<file path="config.mk">
export PLATFORM = sky130hd
export DESIGN_NAME = ascii_ir_timing_parser
export DESIGN_NICKNAME = d
export VERILOG_FILES = /design/src/aitp_pkg.sv /design/src/ascii_ir_timing_parser.sv /design/src/aitp_step.sv
export SDC_FILE = /design/constraint.sdc
export NUM_CORES = 1
export LEC_CHECK = 0
export BUFFER_PORTS_ARGS = -buffer_cell sky130_fd_sc_hd__buf_4
export CORE_MARGIN = 3
export CORE_UTILIZATION = 59
export DETAILED_ROUTE_END_ITERATION = 8
export PLACE_DENSITY = 0.83
export SLEW_MARGIN = 15
export SYNTH_ARGS = -nofsm -noshare
export SYNTH_HDL_FRONTEND = slang
export SYNTH_SLANG_ARGS = --single-unit
</file>
<file path="constraint.sdc">
create_clock -name clock -period 5.8 [get_ports clock]
set_input_delay 0.29 -clock clock [delete_from_list [all_inputs] [get_ports clock]]
set_output_delay 0.29 -clock clock [all_outputs]
set_load 0.02 [all_outputs]
</file>
<file path="src/aitp_pkg.sv">
// aitp_pkg: shared constants and types for the ascii ir timing parser
`timescale 1ns / 1ps
`default_nettype none

package aitp_pkg;

   // packet characters
   localparam logic [7:0] CharStart = 8'h24;  // '$'
   localparam logic [7:0] CharColon = 8'h3a;  // ':'
   localparam logic [7:0] CharComma = 8'h2c;  // ','
   localparam logic [7:0] CharSemi  = 8'h3b;  // ';'
   localparam logic [7:0] CharZero  = 8'h30;  // '0'
   localparam logic [7:0] CharNine  = 8'h39;  // '9'
   localparam logic [7:0] CharNul   = 8'h00;

   localparam logic [15:0] PadSpace = 16'hffff;

   // parser phases
   localparam logic [1:0] PhSeek   = 2'd0;
   localparam logic [1:0] PhFreq   = 2'd1;
   localparam logic [1:0] PhValues = 2'd2;

   // error kinds
   localparam logic [1:0] ErrNoStart  = 2'd0;
   localparam logic [1:0] ErrNoColon  = 2'd1;
   localparam logic [1:0] ErrBadValue = 2'd2;
   localparam logic [1:0] ErrTooMany  = 2'd3;

   // pair limit per packet
   localparam int CountWidth     = 7;
   localparam int PairStoreDepth = 128;
   localparam logic [CountWidth:0] PairLimit = (CountWidth + 1)'(PairStoreDepth);

   // parser state carried between items
   typedef struct packed {
      logic [1:0]            phase;
      logic [7:0]            freq_acc;
      logic [15:0]           value_acc;
      logic [15:0]           held_mark;
      logic                  mark_pending;
      logic                  after_comma;
      logic [CountWidth-1:0] pair_counter;
   } state_type;

   // one result item
   typedef struct packed {
      logic                  pair_valid;
      logic [15:0]           mark_time;
      logic [15:0]           space_time;
      logic                  frame_done;
      logic [7:0]            mod_freq_khz;
      logic [CountWidth-1:0] pair_total;
      logic                  error_flag;
      logic [1:0]            error_kind;
   } result_type;

endpackage

`default_nettype wire

</file>
<file path="src/ascii_ir_timing_parser.sv">
// ascii_ir_timing_parser: text packet to ir mark/space pairs, one byte per cycle while the result side does not stall
`timescale 1ns / 1ps
`default_nettype none

// channel   direction  handshake            payload
// req       in         req_valid/req_ready  req_in_byte
// rsp       out        rsp_valid/rsp_ready  pair, frame done and error fields
//
// one byte per cycle while the result side does not stall; a byte's result passes
// through the input register, then the parse logic into the result register
// the parser state updates in the same cycle the byte leaves the input register
// a stalled result holds the input register; one more byte can wait there
// synchronous active-high reset clears the valid bits and the parser state

module ascii_ir_timing_parser (
   input  wire  logic                             clock,
   input  wire  logic                             reset,
   input  wire  logic                             req_valid,
   output logic                                   req_ready,
   input  wire  logic [7:0]                       req_in_byte,
   output logic                                   rsp_valid,
   input  wire  logic                             rsp_ready,
   output logic                                   rsp_pair_valid,
   output logic [15:0]                            rsp_mark_time,
   output logic [15:0]                            rsp_space_time,
   output logic                                   rsp_frame_done,
   output logic [7:0]                             rsp_mod_freq_khz,
   output logic [aitp_pkg::CountWidth-1:0]        rsp_pair_total,
   output logic                                   rsp_error_flag,
   output logic [1:0]                             rsp_error_kind
);
   import aitp_pkg::*;

   logic       in_valid_ff;
   logic [7:0] in_byte_ff;
   logic       out_valid_ff;
   logic       out_valid_in;
   result_type out_data_ff;
   state_type  state_ff;
   state_type  state_in;
   result_type step_result;
   logic       step_has_result;
   logic       out_free;
   logic       step_fire;

   // handshake: parse when the result slot is free or being emptied
   assign out_free  = !out_valid_ff || rsp_ready;
   assign step_fire = in_valid_ff && out_free;
   assign req_ready = !in_valid_ff || step_fire;

   aitp_step u_step (
      .cur_state  (state_ff),
      .in_byte    (in_byte_ff),
      .nxt_state  (state_in),
      .result     (step_result),
      .has_result (step_has_result)
   );

   // input register
   always_ff @(posedge clock) begin
      if (reset) begin
         in_valid_ff <= 1'b0;
      end else if (req_ready) begin
         in_valid_ff <= req_valid;
      end
      if (req_valid && req_ready) begin
         in_byte_ff <= req_in_byte;
      end
   end

   // parser state
   always_ff @(posedge clock) begin
      if (reset) begin
         state_ff <= '0;
      end else if (step_fire) begin
         state_ff <= state_in;
      end
   end

   // result register
   always_comb begin
      out_valid_in = out_valid_ff;
      if (out_free) begin
         out_valid_in = step_fire && step_has_result;
      end
   end

   always_ff @(posedge clock) begin
      if (reset) begin
         out_valid_ff <= 1'b0;
      end else begin
         out_valid_ff <= out_valid_in;
      end
      if (step_fire && step_has_result) begin
         out_data_ff <= step_result;
      end
   end

   assign rsp_valid        = out_valid_ff;
   assign rsp_pair_valid   = out_data_ff.pair_valid;
   assign rsp_mark_time    = out_data_ff.mark_time;
   assign rsp_space_time   = out_data_ff.space_time;
   assign rsp_frame_done   = out_data_ff.frame_done;
   assign rsp_mod_freq_khz = out_data_ff.mod_freq_khz;
   assign rsp_pair_total   = out_data_ff.pair_total;
   assign rsp_error_flag   = out_data_ff.error_flag;
   assign rsp_error_kind   = out_data_ff.error_kind;

   // an error never carries a pair or a frame done
   assert property (@(posedge clock) disable iff (reset)
      rsp_valid && rsp_error_flag |-> !rsp_pair_valid && !rsp_frame_done)
      else $error("error item also flags a pair or frame done");

   // every result item carries something
   assert property (@(posedge clock) disable iff (reset)
      rsp_valid |-> rsp_pair_valid || rsp_frame_done || rsp_error_flag)
      else $error("empty result item");

   // error or frame done sends the parser back to seeking start
   assert property (@(posedge clock) disable iff (reset)
      step_fire && step_has_result && (step_result.error_flag || step_result.frame_done)
      |=> state_ff.phase == PhSeek)
      else $error("parser did not return to seeking start");

   // a new result never overwrites one still waiting
   assert property (@(posedge clock) disable iff (reset)
      out_valid_ff && !rsp_ready |=> out_valid_ff && $stable(out_data_ff))
      else $error("pending result overwritten");

endmodule

`default_nettype wire

</file>
<file path="src/aitp_step.sv">
// aitp_step: next parser state and result for one packet byte
`timescale 1ns / 1ps
`default_nettype none

module aitp_step (
   input  wire  aitp_pkg::state_type  cur_state,
   input  wire  logic [7:0]           in_byte,
   output aitp_pkg::state_type        nxt_state,
   output aitp_pkg::result_type       result,
   output logic                       has_result
);
   import aitp_pkg::*;

   logic [CountWidth:0] cnt_inc;
   logic                at_limit;
   logic                is_digit;
   logic [7:0]          digit;
   logic [15:0]         value_x10;
   logic [7:0]          freq_x10;

   // shared arithmetic
   assign cnt_inc   = {1'b0, cur_state.pair_counter} + {{CountWidth{1'b0}}, 1'b1};
   assign at_limit  = (cnt_inc >= PairLimit);
   assign is_digit  = (in_byte >= CharZero) && (in_byte <= CharNine);
   assign digit     = in_byte - CharZero;
   assign value_x10 = (cur_state.value_acc << 3) + (cur_state.value_acc << 1);
   assign freq_x10  = (cur_state.freq_acc << 3) + (cur_state.freq_acc << 1);

   // per-phase decode
   always_comb begin
      nxt_state  = cur_state;
      result     = '0;
      has_result = 1'b0;
      unique case (cur_state.phase)
         PhFreq: begin
            priority if (in_byte == CharNul) begin
               nxt_state.phase   = PhSeek;
               result.error_flag = 1'b1;
               result.error_kind = ErrNoColon;
               has_result        = 1'b1;
            end else if (in_byte == CharColon) begin
               nxt_state.phase        = PhValues;
               nxt_state.value_acc    = '0;
               nxt_state.held_mark    = '0;
               nxt_state.mark_pending = 1'b0;
               nxt_state.after_comma  = 1'b0;
               nxt_state.pair_counter = '0;
            end else begin
               // no digit check on the frequency
               nxt_state.freq_acc = freq_x10 + in_byte - CharZero;
            end
         end
         PhValues: begin
            priority if (in_byte == CharSemi && cur_state.after_comma) begin
               has_result      = 1'b1;
               nxt_state.phase = PhSeek;
               if (cur_state.mark_pending) begin
                  nxt_state.pair_counter = cnt_inc[CountWidth-1:0];
               end
               if (cur_state.mark_pending && at_limit) begin
                  result.error_flag = 1'b1;
                  result.error_kind = ErrTooMany;
               end else begin
                  // odd value count pads the last pair
                  if (cur_state.mark_pending) begin
                     result.pair_valid = 1'b1;
                     result.mark_time  = cur_state.held_mark;
                     result.space_time = PadSpace;
                     result.pair_total = cnt_inc[CountWidth-1:0];
                  end else begin
                     result.pair_total = cur_state.pair_counter;
                  end
                  result.frame_done   = 1'b1;
                  result.mod_freq_khz = cur_state.freq_acc;
               end
            end else if (in_byte == CharComma) begin
               nxt_state.after_comma = 1'b1;
               if (!cur_state.mark_pending) begin
                  nxt_state.held_mark    = cur_state.value_acc;
                  nxt_state.mark_pending = 1'b1;
                  nxt_state.value_acc    = '0;
               end else begin
                  nxt_state.mark_pending = 1'b0;
                  nxt_state.pair_counter = cnt_inc[CountWidth-1:0];
                  has_result             = 1'b1;
                  if (at_limit) begin
                     nxt_state.phase   = PhSeek;
                     result.error_flag = 1'b1;
                     result.error_kind = ErrTooMany;
                  end else begin
                     result.pair_valid   = 1'b1;
                     result.mark_time    = cur_state.held_mark;
                     result.space_time   = cur_state.value_acc;
                     nxt_state.value_acc = '0;
                  end
               end
            end else if (!is_digit) begin
               nxt_state.phase   = PhSeek;
               result.error_flag = 1'b1;
               result.error_kind = ErrBadValue;
               has_result        = 1'b1;
            end else begin
               nxt_state.after_comma = 1'b0;
               nxt_state.value_acc   = value_x10 + {8'd0, digit};
            end
         end
         default: begin
            // seeking start, also the unused phase code
            nxt_state.phase = PhSeek;
            priority if (in_byte == CharNul) begin
               result.error_flag = 1'b1;
               result.error_kind = ErrNoStart;
               has_result        = 1'b1;
            end else if (in_byte == CharStart) begin
               nxt_state.phase    = PhFreq;
               nxt_state.freq_acc = '0;
            end else begin
               nxt_state.phase = PhSeek;
            end
         end
      endcase
   end

endmodule

`default_nettype wire
</file>
Word-level counts from Yosys, hierarchy flattened
Cells that the tools add are included.
{"block": "op_classes", "n_reduce_logical": 22, "n_mux": 50, "eq_ne": 19, "order_cmp": 3, "n_bitwise": 3, "n_addsub": 7}
{"operator": "$mux 33", "n": 5}
{"operator": "$mux 49", "n": 2}
{"operator": "$pmux 41 s2", "n": 1}
{"operator": "$mux 16", "n": 5}
{"operator": "$mux 41", "n": 1}
{"operator": "$mux 34", "n": 1}
{"operator": "$eq 8x6->1 const B", "n": 4}
{"operator": "$mux 3", "n": 8}
{"operator": "$mux 7", "n": 3}
{"operator": "$mux 17", "n": 1}
{"operator": "$add 16x16->16", "n": 1}
{"operator": "$add 16x8->16", "n": 1}
{"operator": "$add 8x8->8", "n": 2}
{"operator": "$mux 8", "n": 2}
{"operator": "$pmux 8 s2", "n": 1}
{"operator": "$sub 8x6->8 const B", "n": 2}
{"operator": "$reduce_and 5->1", "n": 3}
{"operator": "$mux 2", "n": 7}
{"operator": "$reduce_and 7->1", "n": 2}
{"operator": "$reduce_and 6->1", "n": 2}
{"operator": "$mux 1", "n": 10}
{"operator": "$mux 9", "n": 1}
{"operator": "$ne 3x1->1 const B", "n": 3}
{"operator": "$add 7x1->8 const B", "n": 1}
{"operator": "20 further kinds", "n": 35}
{"block": "word_totals", "inputBits": 12, "register_bits": 113, "elab_cells": 122, "out_inout_bits": 54}

Longest topological paths before layout
Gate-level depths: netlist (run 1).
{"block": "logic_depth", "ltp_word": 7, "mapped_depth": 12, "mapped_depth_nobuf": 12}

Cells and area by module
A second synthesis (run 1) with hierarchy kept.
{"block": "unflattened", "cells_unflattened": 685, "hier_area_um2": 6894.1}
{"module": "ascii_ir_timing_parser", "area_per_inst_um2": 4222.8, "cells_per_inst": 293, "instances": 1, "seq_area_each_um2": 2862.7}
{"module": "aitp_step", "area_per_inst_um2": 2671.3, "cells_per_inst": 392, "instances": 1, "seq_area_each_um2": 0.0}

Worst setup path before layout (run 1)
OpenSTA, ideal clock, no wires.
{"block": "synth_path", "kind": "register to register", "startpoint": "register in_byte_ff[4]", "endpoint": "register out_data_ff, in the netlist rsp_error_flag (enable)", "arrival_time_ns": 3.816, "setup_slack_ns": 1.503, "n_path_buf": 0, "setup_time_ns": 0.481, "stages_incl_launch_ff": 8, "period_less_slack_ns": 4.297, "required_ns": 5.319, "path_cell_list": "edfxtp_1 > inv_1 > ha_1 > nor4b_2 > nand2_1 > nor2_1 > nand2_1 > a21oi_1"}
{"block": "synth_between", "elab_chain_len": 7, "word_cells_on_any_way": 13, "cone_classes": "order compare: 2; eq/ne: 2; mux: 5; reduce/logical: 4"}
{"element": "start, declared", "line": "ascii_ir_timing_parser.sv:35", "rtl": "logic [7:0] in_byte_ff;"}
{"element": "start signal, assigned", "line": "ascii_ir_timing_parser.sv:67", "rtl": "in_byte_ff <= req_in_byte;"}
{"element": "$ge 8x6->1 or $le 8x6->1 (tied branches)", "line": "aitp_step.sv:24", "rtl": "assign is_digit = (in_byte >= CharZero) && (in_byte <= CharNine);"}
{"element": "$logic_and 1x1->1", "line": "aitp_step.sv:24"}
{"element": "$mux 1", "line": "aitp_step.sv:97", "rtl": "end else if (!is_digit) begin"}
{"element": "$mux 1", "line": "aitp_step.sv:76", "rtl": "end else if (in_byte == CharComma) begin"}
{"element": "$mux 1", "line": "aitp_step.sv:54", "rtl": "priority if (in_byte == CharSemi && cur_state.after_comma) begin"}
{"element": "$mux 1 *"}
{"element": "$logic_and 1x1->1 *", "line": "ascii_ir_timing_parser.sv:94", "rtl": "if (step_fire && step_has_result) begin"}
{"element": "end signal, assigned", "line": "ascii_ir_timing_parser.sv:95", "rtl": "out_data_ff <= step_result;"}
{"element": "end, declared", "line": "ascii_ir_timing_parser.sv:38", "rtl": "result_type out_data_ff;"}
Mark *: on every way between the ends. The rest lies on a longest branch, timed or not.
A chain may end at the register's enable or synchronous reset.

Final worst setup path (run 1)
{"block": "layout_path", "startpoint": "register in_byte_ff[5]", "endpoint": "register state_ff[39] (netlist bit)"}
{"block": "layout_between", "elab_chain_len": 6, "word_cells_on_any_way": 20, "cone_classes": "add/sub: 2; order compare: 2; eq/ne: 8; mux: 4; reduce/logical: 4"}
{"element": "$sub 8x6->8", "line": "aitp_step.sv:25", "rtl": "assign digit = in_byte - CharZero;"}
{"element": "$add 16x8->16", "line": "aitp_step.sv:104", "rtl": "nxt_state.value_acc = value_x10 + {8'd0, digit};"}
{"element": "$mux 16", "line": "aitp_step.sv:97"}
{"element": "$mux 16", "line": "aitp_step.sv:76"}
{"element": "$mux 34", "line": "aitp_step.sv:54"}
{"element": "$pmux 41 s2", "line": "aitp_step.sv:34", "rtl": "unique case (cur_state.phase)"}
{"element": "end signal, assigned", "line": "ascii_ir_timing_parser.sv:76", "rtl": "state_ff <= state_in;"}
{"element": "end, declared", "line": "ascii_ir_timing_parser.sv:39", "rtl": "state_type state_ff;"}
Several ways; a longest one is shown, not always the timed one. The select of a mux whose other input is x is not followed.

==> results of run 1 <==
-- worst min-delay path, delay by kind of cell --
family	cells	cell delay [ps]
compound gates	1	170
buf+inv	1	80
simple gates	1	50
-- synth_stat cells (3+ instances only) --
cell type,count,area [µm²]
clkbuf_1,5,18.8
and2_1,24,150
dfxtp_1,53,1060
a21o_1,7,52.6
buf_2,7,35.0
a21oi_1,33,165
xnor2_1,15,131
nand2_1,32,120
nand4_1,6,37.5
a211oi_1,4,30.0
o21ai_1,6,30.0
and3_1,3,18.8
nand2b_1,4,25.0
buf_1,3,11.3
nor2_1,38,143
or3_1,9,56.3
nor2b_1,4,25.0
a22o_1,21,184
mux2i_1,7,70.1
xor2_1,7,61.3
o21a_1,20,150
inv_1,25,93.8
nand3_1,16,80.1
fa_1,11,220
edfxtp_1,60,1800
o211ai_1,3,22.5
a32o_1,4,40.0
and4_1,5,43.8
o21ai_0,11,55.1
ha_1,39,488
nor3_1,7,35.0
buf_4,3,22.5
-- cell families after synthesis --
logic type                 Yosys count  synth area share
adders and majority gates           50             0.121
xor gates and xnor gates            22            0.0330
AOI/OAI and AO/OA                  127             0.158
and+or+nand+nor                    165             0.151
muxes                                8            0.0146
DFF                                113             0.490
buffers and inverters               44            0.0317
-- flip-flops by register name (all words and copies together) (netlist names) --
name / count
rsp_error_flag: 1
rsp_valid: 1
rsp_mark_time: 16
rsp_frame_done: 1
rsp_pair_valid: 1
state_ff: 51
rsp_mod_freq_khz: 8
rsp_error_kind: 2
rsp_space_time: 16
rsp_pair_total: 7
in_valid_ff: 1
in_byte_ff: 8
-- worst paths after layout --
kind	slack (ps)	cells after the start	endpoint	from
max	2470	10	state_ff[39]$_SDFFE_PP0P_	in_byte_ff[5]$_DFFE_PP_
min	140	3	rsp_valid$_SDFFE_PP0P_	rsp_ready
max reg2reg	2470	10	state_ff[39]$_SDFFE_PP0P_	in_byte_ff[5]$_DFFE_PP_
min reg2reg	470	2	state_ff[48]$_SDFFE_PP0P_	state_ff[48]$_SDFFE_PP0P_
-- report_power, final --
part           total, mW  leakage [nW]  switching [mW]  internal (mW)
Combinational     0.0748          1.53          0.0410         0.0339
Clock               1.04         0.284           0.385          0.658
Sequential         0.852         0.909          0.0102          0.841
-- area by class of cell --
type                       count  area, µm²  share of cell area
clock buffer                  17        414              0.0582
clock inverter                15        185              0.0260
inverter                      26       97.6              0.0137
multi-input combinational    372       2810               0.395
sequential                   113       2860               0.402
tap                          129        161              0.0227
timing repair buffer          75        586              0.0822
-- per-stage QoR --
step | worst slack, ps | hold slack, ps | power (mW) | util | instances
6_report | 2470 | 140 | 1.97 | 0.756 | 747
5_1_grt | 2290 | 136 | 2.02 | 0.756 | 747
4_1_cts | 2570 | 132 | 1.98 | 0.756 | 747
3_5_place_dp | 2600 | 453 | 0.936 | 0.682 | 706
3_3_place_gp | 2710 | 440 | 0.932 | 0.682 | 706
2_1_floorplan | 1500 | 389 | 0.915 | - | 529
-- layer usage --
metal,global-route usage,vias to the layer above
li1,-,2100
met2,0.381,182
met4,0.102,0
met1,0.315,2113
met3,0.0661,30
met5,0,-
-- repair_timing --
item | CTS | global route
hold buffers | 9 | 0
resized for setup | 0 | 0
endpoints found under the setup margin | 0 | 0
hold endpoints to repair | 9 | 0
==> impl_metrics.json, run 1 <==
{
  "status": "complete, no violations",
  "crit_buf_inv": 0,
  "core_um2": 9420,
  "cts-root-buf": "clkbuf_8",
  "final_cell_mix": "66 x buf_4, 60 x edfxtp_1, 53 x dfxtp_1",
  "initial_core_util": 0.621,
  "cp_max_fo": 5,
  "fin_skew_ps": 7.10,
  "syn_area_um2": 5840,
  "clk_pin_slew_ps": 60,
  "cts_tree": "built",
  "required_ps": 6200,
  "grt_overflow_total": 0,
  "io_pins": 66,
  "grt_max_degree": 34,
  "placed_area_um2": 6420,
  "worst-setup-path-type": "reg -> reg",
  "yosysWarnings": 0,
  "rsz0062_at_grt": "false",
  "rows": 35,
  "antenna_found_initial": 0,
  "maxCapViolCount": 0,
  "clock-sinks": 113,
  "cts_setup_buffers": 0,
  "cp-start-kind": "register",
  "finalCritPeriodShare": 0.573,
  "wl_um": 12700,
  "drc": 0,
  "final_layout_size_suffix_gt1_frac": 0.188,
  "vias": 4425,
  "drtAntennaViolNets": 0,
  "setup_tns_ps": 0,
  "arrival_ps": 3730,
  "vias_per_cell": 5.92,
  "cp_slowest_stage_delay_ps": 510,
  "yosysSeqAreaShare": 0.490,
  "cts_max_level": 4,
  "grt_pass1_vias": 4315,
  "nets": 667,
  "wl_met1_um": 5460,
  "slew_headroom": 0.465,
  "n_fill_cell": 619,
  "power.density_nw_per_um2": 277,
  "synth-async-reset-ratio": 0,
  "dr_wl_met3_um": 903,
  "wl_per_cell_um": 17.0,
  "dp_hpwl_um": 8620,
  "crit_chain": "ha_1, xnor2_1, fa_1, ha_1, o21a_1, o31a_1, o21ai_2, a2111oi_0, o21ai_0, a32o_1",
  "period_needed_ps": 3330,
  "crit_family": "compound AO/OA/AOI/OAI gates",
  "grt_pass1_wl_um": 21400,
  "p_leak_nw": 2.73,
  "antenna_cells": 0,
  "yosysUniqueCellTypes": 61,
  "ys_ff_latch": 113,
  "die_y_um": 106,
  "die_w_um": 106,
  "synth_edf_count": 60,
  "cts_buffers": 17,
  "ir_drop_uv": 218,
  "cts_buffer_depth": 2,
  "layout_commonest_cell": "buf_4",
  "routabilityCongestion": 0.887,
  "syn_area_per_cell_um2": 11.0,
  "setup_viol": 0,
  "dr.pass1.iters": 5,
  "critPathCaptureType": "register",
  "wl_met2_um": 6040,
  "drt_iter0_drc": 383,
  "highest_layer": "met4",
  "min_path_type": "in -> reg",
  "finalHoldViolCount": 0,
  "clk-insertion-delay-late_ps": 510,
  "drv_slew": 0,
  "synthCells": 529,
  "areaGrowthSynthToFinish_pct": 21.8,
  "portBuffers": 65,
  "dieArea_um2": 11100,
  "fmax_mhz": 301,
  "cp_slowest_cell": "a2111oi_0",
  "grt.total_usage": 0.242,
  "ys.flop_type": "edfxtp_1",
  "cp_common_cell": "ha_1",
  "tightest_slew_ps": 802,
  "design_area_um2": 7120,
  "postSynthNetCount": 591
}
Power figures use the tool's default switching activity.
==> run 2, diff against run 1 <==
ABC_AREA = 1   (was default)
clock period = 3.2 ns   (was 5.8 ns; I/O delays follow)
==> run 2 against run 1 <==
Against the previous run: combinational power rose to 3.9 times the previous value; final area up 5.1%; power up 84%; core utilization down 0.81 points; sequential share of layout area down 1.9 points; flip-flop and latch count unchanged; maximum frequency up 12%; critical path type unchanged.
==> impl_metrics.json, run 2 <==
{
  "status": "complete, no violations",
  "wl_um": 14000,
  "synth_edf_count": 60,
  "cp-start-kind": "register",
  "routabilityCongestion": 0.902,
  "critPathCaptureType": "register",
  "fin_skew_ps": 5.37,
  "finalHoldViolCount": 0,
  "drtAntennaViolNets": 0,
  "design_area_um2": 7480,
  "synth_top_area_share": 0.290,
  "areaGrowthSynthToFinish_pct": 20.3,
  "largest_reg_flops": 51,
  "core_um2": 10000,
  "reg2reg_slack_ps": 240,
  "grt_pass1_wl_um": 23600,
  "finalCritPeriodShare": 0.926,
  "p_leak_nw": 3.25,
  "dp_hpwl_um": 9720,
  "reg2regPathDepth": 14,
  "grt_overflow_total": 0,
  "yosys.area.top_type": "edfxtp_1",
  "final_layout_size_suffix_gt1_frac": 0.148,
  "grt_max_degree": 53,
  "period_needed_ps": 2960,
  "antenna_cells": 0,
  "worst-setup-path-type": "reg -> reg",
  "cts_buffers": 17,
  "cts_tree": "built",
  "io_pins": 66,
  "rows": 36,
  "cp_common_cell": "nand2_1",
  "grt.total_usage": 0.259,
  "ctsResizeCount": 0,
  "arrival_ps": 3360,
  "r2r-start": "in_byte_ff[3]$_DFFE_PP_",
  "yosysUniqueCellTypes": 34,
  "setup_slack_ps": 238,
  "hold_path.startpoint": "reset",
  "ys_ff_latch": 113,
  "clk_pin_slew_ps": 60,
  "stdcell_count": 989,
  "fmax_mhz": 338,
  "ir_drop_uv": 349,
  "wl_per_cell_um": 14.1,
  "cts-root-buf": "clkbuf_8",
  "min_delay_path_depth": 2,
  "place_inst": 947,
  "rsz0062_at_grt": "false",
  "cp_max_fo": 6,
  "place_ws_ps": 372,
  "nets": 905,
  "syn_area_per_cell_um2": 8.14,
  "dr.pass1.iters": 7,
  "min_path_type": "in -> reg",
  "cp-startpoint": "in_byte_ff[3]$_DFFE_PP_",
  "power.density_nw_per_um2": 485,
  "die_w_um": 109,
  "vias": 5278,
  "final_cell_mix": "199 x nand2_1, 134 x nor2_1, 91 x inv_1",
  "cp_slowest_cell": "fa_1",
  "tightest_slew_ps": 672,
  "required_ps": 3600,
  "synth.most_common_cell": "nand2_1",
  "portBuffers": 65,
  "fin_util": 0.748,
  "layout_commonest_cell": "nand2_1",
  "p_int_mw": 2.71,
  "regToRegEndpoint": "state_ff[48]$_SDFFE_PP0P_",
  "whs_endpoint": "state_ff[50]$_SDFFE_PP0P_",
  "die_y_um": 109,
  "cp_slowest_stage_delay_ps": 540,
  "initial_core_util": 0.622,
  "crit_chain": "fa_1, fa_1, inv_1, fa_1, inv_1, nand2_1, a21oi_1, nor2_1, nand2_1, nand2_1, nand2_1, nand2_1, nand2_1, a21oi_1",
  "ys.flop_type": "edfxtp_1",
  "synth_common_cells": "199 x nand2_1, 134 x nor2_1, 92 x inv_1",
  "largest_register": "state_ff",
  "antenna_found_initial": 0,
  "power.switching_mw": 0.915,
  "setup_tns_ps": 0,
  "cts_buffer_depth": 2,
  "vias_per_cell": 5.34,
  "syn_area_um2": 6220,
  "combinationalPowerShare": 0.081,
  "grt_pass1_vias": 5032,
  "cts_setup_buffers": 0,
  "yosysSeqAreaShare": 0.460,
  "clk-insertion-delay-late_ps": 520,
  "setup_viol": 0,
  "synthCells": 764,
  "cts_max_level": 4,
  "drc": 0,
  "drt_iter0_drc": 349,
  "synth-async-reset-ratio": 0,
  "dieArea_um2": 11800,
  "n_fill_cell": 746,
  "yosysWarnings": 0,
  "power_frac_seq": 0.435,
  "crit_buf_inv": 2,
  "crit_family": "adder cells",
  "maxCapViolCount": 0,
  "clock-sinks": 113,
  "placed_area_um2": 6820,
  "drv_slew": 0,
  "clkPwrFrac": 0.484,
  "synthTopCellsByArea": "edfxtp_1 29%, dfxtp_1 17%, nand2_1 12%, nor2_1 8.1%, ha_1 7.8%",
  "postSynthNetCount": 826,
  "slew_headroom": 0.551,
  "swShare": 0.252
}
## run 2: what timing repair did
item,CTS,global route
endpoints found under the setup margin,0,0
hold buffers,10,0
hold endpoints to repair,10,0
## run 2: layout make-up
type / count / area (µm²) / share of cell area
multi-input combinational: 535 / 2900 / 0.388
sequential: 113 / 2860 / 0.383
timing repair buffer: 78 / 623 / 0.0833
clock buffer: 18 / 428 / 0.0572
inverter: 98 / 368 / 0.0492
tap: 133 / 166 / 0.0222
clock inverter: 14 / 131 / 0.0176
## run 2: worst register-to-register path, cell delays in order (launching register included)
cell      delay, ps
edfxtp_1        510
fa_1            480
fa_1            540
inv_1            80
fa_1            410
inv_1            80
nand2_1          80
a21oi_1         210
nor2_1           70
nand2_1          80
nand2_1          60
nand2_1          70
nand2_1          40
nand2_1          70
a21oi_1          60
## run 2: power by group through the flow
stage               clock network (mW)  registers, mW  logic (mW)
detailed placement                   0           1.61       0.276
global placement                     0           1.60       0.262
finish                            1.76           1.58       0.294
global route                      1.85           1.58       0.331
CTS                               1.77           1.58       0.291
floorplan                            0           1.61       0.201
## run 2: how the worst max path moves through the flow
stage / to / slack [ps] / cells past startpoint
finish: state_ff[48]$_SDFFE_PP0P_ / 240 / 14
global route: state_ff[48]$_SDFFE_PP0P_ / 50 / 14
CTS: state_ff[48]$_SDFFE_PP0P_ / 230 / 14
detailed placement: state_ff[48]$_SDFFE_PP0P_ / 370 / 14
global placement: state_ff[48]$_SDFFE_PP0P_ / 460 / 14
floorplan: rsp_error_flag$_DFFE_PP_ / 410 / 10
## run 2: cells by family (layout without fill, tap and decap cells)
family / count (synthesis) / after routing / share of synthesized area
buffers and inverters: 116 / 208 / 0.0732
AOI/OAI and AO/OA: 73 / 73 / 0.0618
and+or+nand+nor: 398 / 398 / 0.271
adders and majority gates: 50 / 50 / 0.114
xor gates and xnor gates: 14 / 14 / 0.0197
DFF: 113 / 113 / 0.460
## run 2: per-stage QoR
step / hold WS, ps / total power, mW
finish: 33.0 / 3.63
global route: 39.9 / 3.76
CTS: 23.2 / 3.64
detailed placement: 340 / 1.88
global placement: 338 / 1.87
floorplan: 259 / 1.81
## run 2: metal layers
layer  vias up  routed length (µm)  global-route usage
li1       2596                   -                   -
met1      2415                5700               0.315
met2       220                6870               0.435
met3        47                 998              0.0746
met4         0                 400               0.104
met5         -                   0                   0
==> run 3, diff against run 2 <==
--- a/config.mk
+++ b/config.mk
@@ -6,10 +6,9 @@
 export NUM_CORES = 1
 export LEC_CHECK = 0
-export ABC_AREA = 1
 export BUFFER_PORTS_ARGS = -buffer_cell sky130_fd_sc_hd__buf_4
 export CORE_MARGIN = 3
-export CORE_UTILIZATION = 59
+export CORE_UTILIZATION = 53
 export DETAILED_ROUTE_END_ITERATION = 8
-export PLACE_DENSITY = 0.83
+export PLACE_DENSITY = 0.79
 export SLEW_MARGIN = 15
 export SYNTH_ARGS = -nofsm -noshare
==> constraint.sdc (replaced) <==
create_clock -name clock -period 2.7 [get_ports clock]
set_input_delay 0.675 -clock clock [delete_from_list [all_inputs] [get_ports clock]]
set_output_delay 0.675 -clock clock [all_outputs]
set_load 0.02 [all_outputs]
==> run 3 against run 2 <==
Against the previous run: the flow now finishes with violations (negative setup slack); worst setup slack got worse by 560 ps; clock power rose by 10%; die area rose by 4.4%; power rose by 11%; largest power group unchanged; sequential power rose by 15%; maximum frequency fell by 2.0%; clock-buffer cell count fell by 1; sequential share of layout area fell by 0.75 points; core utilization fell by 2.2 points; final area rose by 2.0%.
==> impl_metrics.json, run 3 (synthesis gave the netlist of run 1 again) <==
{
  "status": "finished, violations left",
  "violations": "negative setup slack",
  "cp_slowest_stage_delay_ps": 500,
  "clock-sinks": 113,
  "cts_max_level": 4,
  "final_cell_mix": "102 x buf_4, 60 x edfxtp_1, 53 x dfxtp_1",
  "nets": 701,
  "clkPwrFrac": 0.482,
  "slew_headroom": 0.589,
  "maxCapViolCount": 0,
  "cts-root-buf": "clkbuf_8",
  "critPathCaptureType": "register",
  "cts_tree": "built",
  "finalHoldViolCount": 0,
  "multi_input_area_um2": 3110,
  "initial_core_util": 0.556,
  "rows": 37,
  "portBuffers": 65,
  "arrival_ps": 3430,
  "fmax_mhz": 331,
  "vias_per_cell": 5.98,
  "power_frac_seq": 0.453,
  "total_power_mw": 4.03,
  "drtAntennaViolNets": 0,
  "cp-start-kind": "register",
  "largest_reg_flops": 51,
  "setup_viol": 10,
  "die_w_um": 111,
  "grt_pass1_vias": 4701,
  "regArea_um2": 2860,
  "p_leak_nw": 2.86,
  "final_layout_size_suffix_gt1_frac": 0.314,
  "dr.pass1.iters": 5,
  "grt_pass1_wl_um": 23500,
  "highest_layer": "met4",
  "wl_met2_um": 7550,
  "period_needed_ps": 3020,
  "clk_pin_slew_ps": 60,
  "dp_hpwl_um": 9380,
  "power.density_nw_per_um2": 528,
  "cp_max_fo": 3,
  "tightest_slew_ps": 613,
  "antenna_found_initial": 0,
  "areaGrowthSynthToFinish_pct": 30.6,
  "ir_drop_uv": 431,
  "swShare": 0.239,
  "setup_tns_ps": -1960,
  "grt_max_degree": 38,
  "core_um2": 10500,
  "cts_hold_buffers": 0,
  "finalCritPeriodShare": 1.12,
  "cts_buffer_depth": 2,
  "wl_met1_um": 6070,
  "power.switching_mw": 0.964,
  "wl_um": 15100,
  "antenna_cells": 0,
  "drc": 0,
  "dr_wl_met3_um": 1140,
  "vias": 4712,
  "die_y_um": 111,
  "grt.total_usage": 0.237,
  "cts_buffers": 17,
  "wl_per_cell_um": 19.2,
  "grt_overflow_total": 0,
  "combinationalPowerShare": 0.066,
  "setup_slack_ps": -323,
  "largest_register": "state_ff",
  "required_ps": 3110,
  "crit_chain": "a21oi_2, xor2_1, fa_1, ha_4, and4_4, and2_4, o31ai_2, a31oi_1, or3_1, a32o_1",
  "routabilityCongestion": 0.933,
  "p_int_mw": 3.06,
  "io_pins": 66,
  "cp_slowest_cell": "fa_1",
  "dieArea_um2": 12300,
  "drt_iter0_drc": 372,
  "n_fill_cell": 690,
  "fin_util": 0.726,
  "min_path_type": "in -> reg",
  "worst-setup-path-type": "reg -> reg",
  "fin_skew_ps": 5.86,
  "drv_slew": 0,
  "layout_commonest_cell": "buf_4",
  "clk-insertion-delay-late_ps": 520,
  "rsz0062_at_grt": "true"
}
-- run 3: cell types whose count changed in the layout (fill, tap and decap cells not counted), sizes merged, moves of 7 or more --
cell / before / now
xnor2: 7 / 15
a21o: 0 / 7
nand2: 205 / 32
o21a: 0 / 20
and2: 0 / 24
a21oi: 53 / 34
a22o: 0 / 21
nor2: 140 / 41
mux2i: 0 / 7
nand3: 35 / 17
dlygate4sd3: 10 / 0
inv: 102 / 29
buf: 68 / 109
or3: 0 / 9
-- run 3: routing by layer --
metal | vias up | GRT usage
li1 | 2155 | -
met1 | 2281 | 0.293
met2 | 239 | 0.381
met3 | 37 | 0.0650
met4 | 0 | 0.123
met5 | - | 0
-- run 3: cell type report --
class                      instances  area share
sequential                       113       0.375
clock inverter                    15      0.0144
clock buffer                      17      0.0543
multi-input combinational        372       0.408
tap                              136      0.0223
timing repair buffer             109       0.113
inverter                          26      0.0131
-- run 3: what timing repair did --
action                                  4_1_cts  5_1_grt
endpoints found under the hold margin         0        0
buffers inserted                              4        6
pin swaps                                    13       20
gates resized for setup                      29       31
endpoints found under the setup margin       11       88
-- run 3: path summary, 6_finish.rpt --
path                                           startpoint                        end  slack, ps  depth (start not counted)
worst max-delay path              in_byte_ff[4]$_DFFE_PP_  state_ff[40]$_SDFFE_PP0P_       -320                         10
worst min-delay path                       req_in_byte[1]    in_byte_ff[1]$_DFFE_PP_        340                          1
worst max register to register    in_byte_ff[4]$_DFFE_PP_  state_ff[40]$_SDFFE_PP0P_       -320                         10
worst min register to register  state_ff[11]$_SDFFE_PP0P_  state_ff[11]$_SDFFE_PP0P_        470                          1
-- run 3: power groups by stage --
stage | sequential (mW) | clock (mW) | combinational [mW]
after detailed placement | 1.86 | 0 | 0.186
after global routing | 1.82 | 2.07 | 0.280
after CTS | 1.82 | 1.96 | 0.215
final | 1.82 | 1.94 | 0.265
after global placement | 1.86 | 0 | 0.177
after floorplan | 1.86 | 0 | 0.114
-- run 3: critical path: cells and delay by family, from the launching register on --
family          cells  cell delay [ps]
flops               1              450
simple gates        3              680
xor+xnor            1              250
fa+ha+maj           2              770
compound gates      4              750
-- run 3: per-stage QoR --
| step | std cells | hold WS, ps | cell area [µm²] | setup WS, ps |
|---|---|---|---|---|
| floorplan | 529 | 427 | 5870 | -147 |
| global placement | 747 | 439 | 6730 | -171 |
| detailed placement | 747 | 445 | 6730 | -270 |
| CTS | 782 | 317 | 7420 | -175 |
| global route | 788 | 307 | 7630 | -391 |
| finish | 788 | 336 | 7630 | -323 |
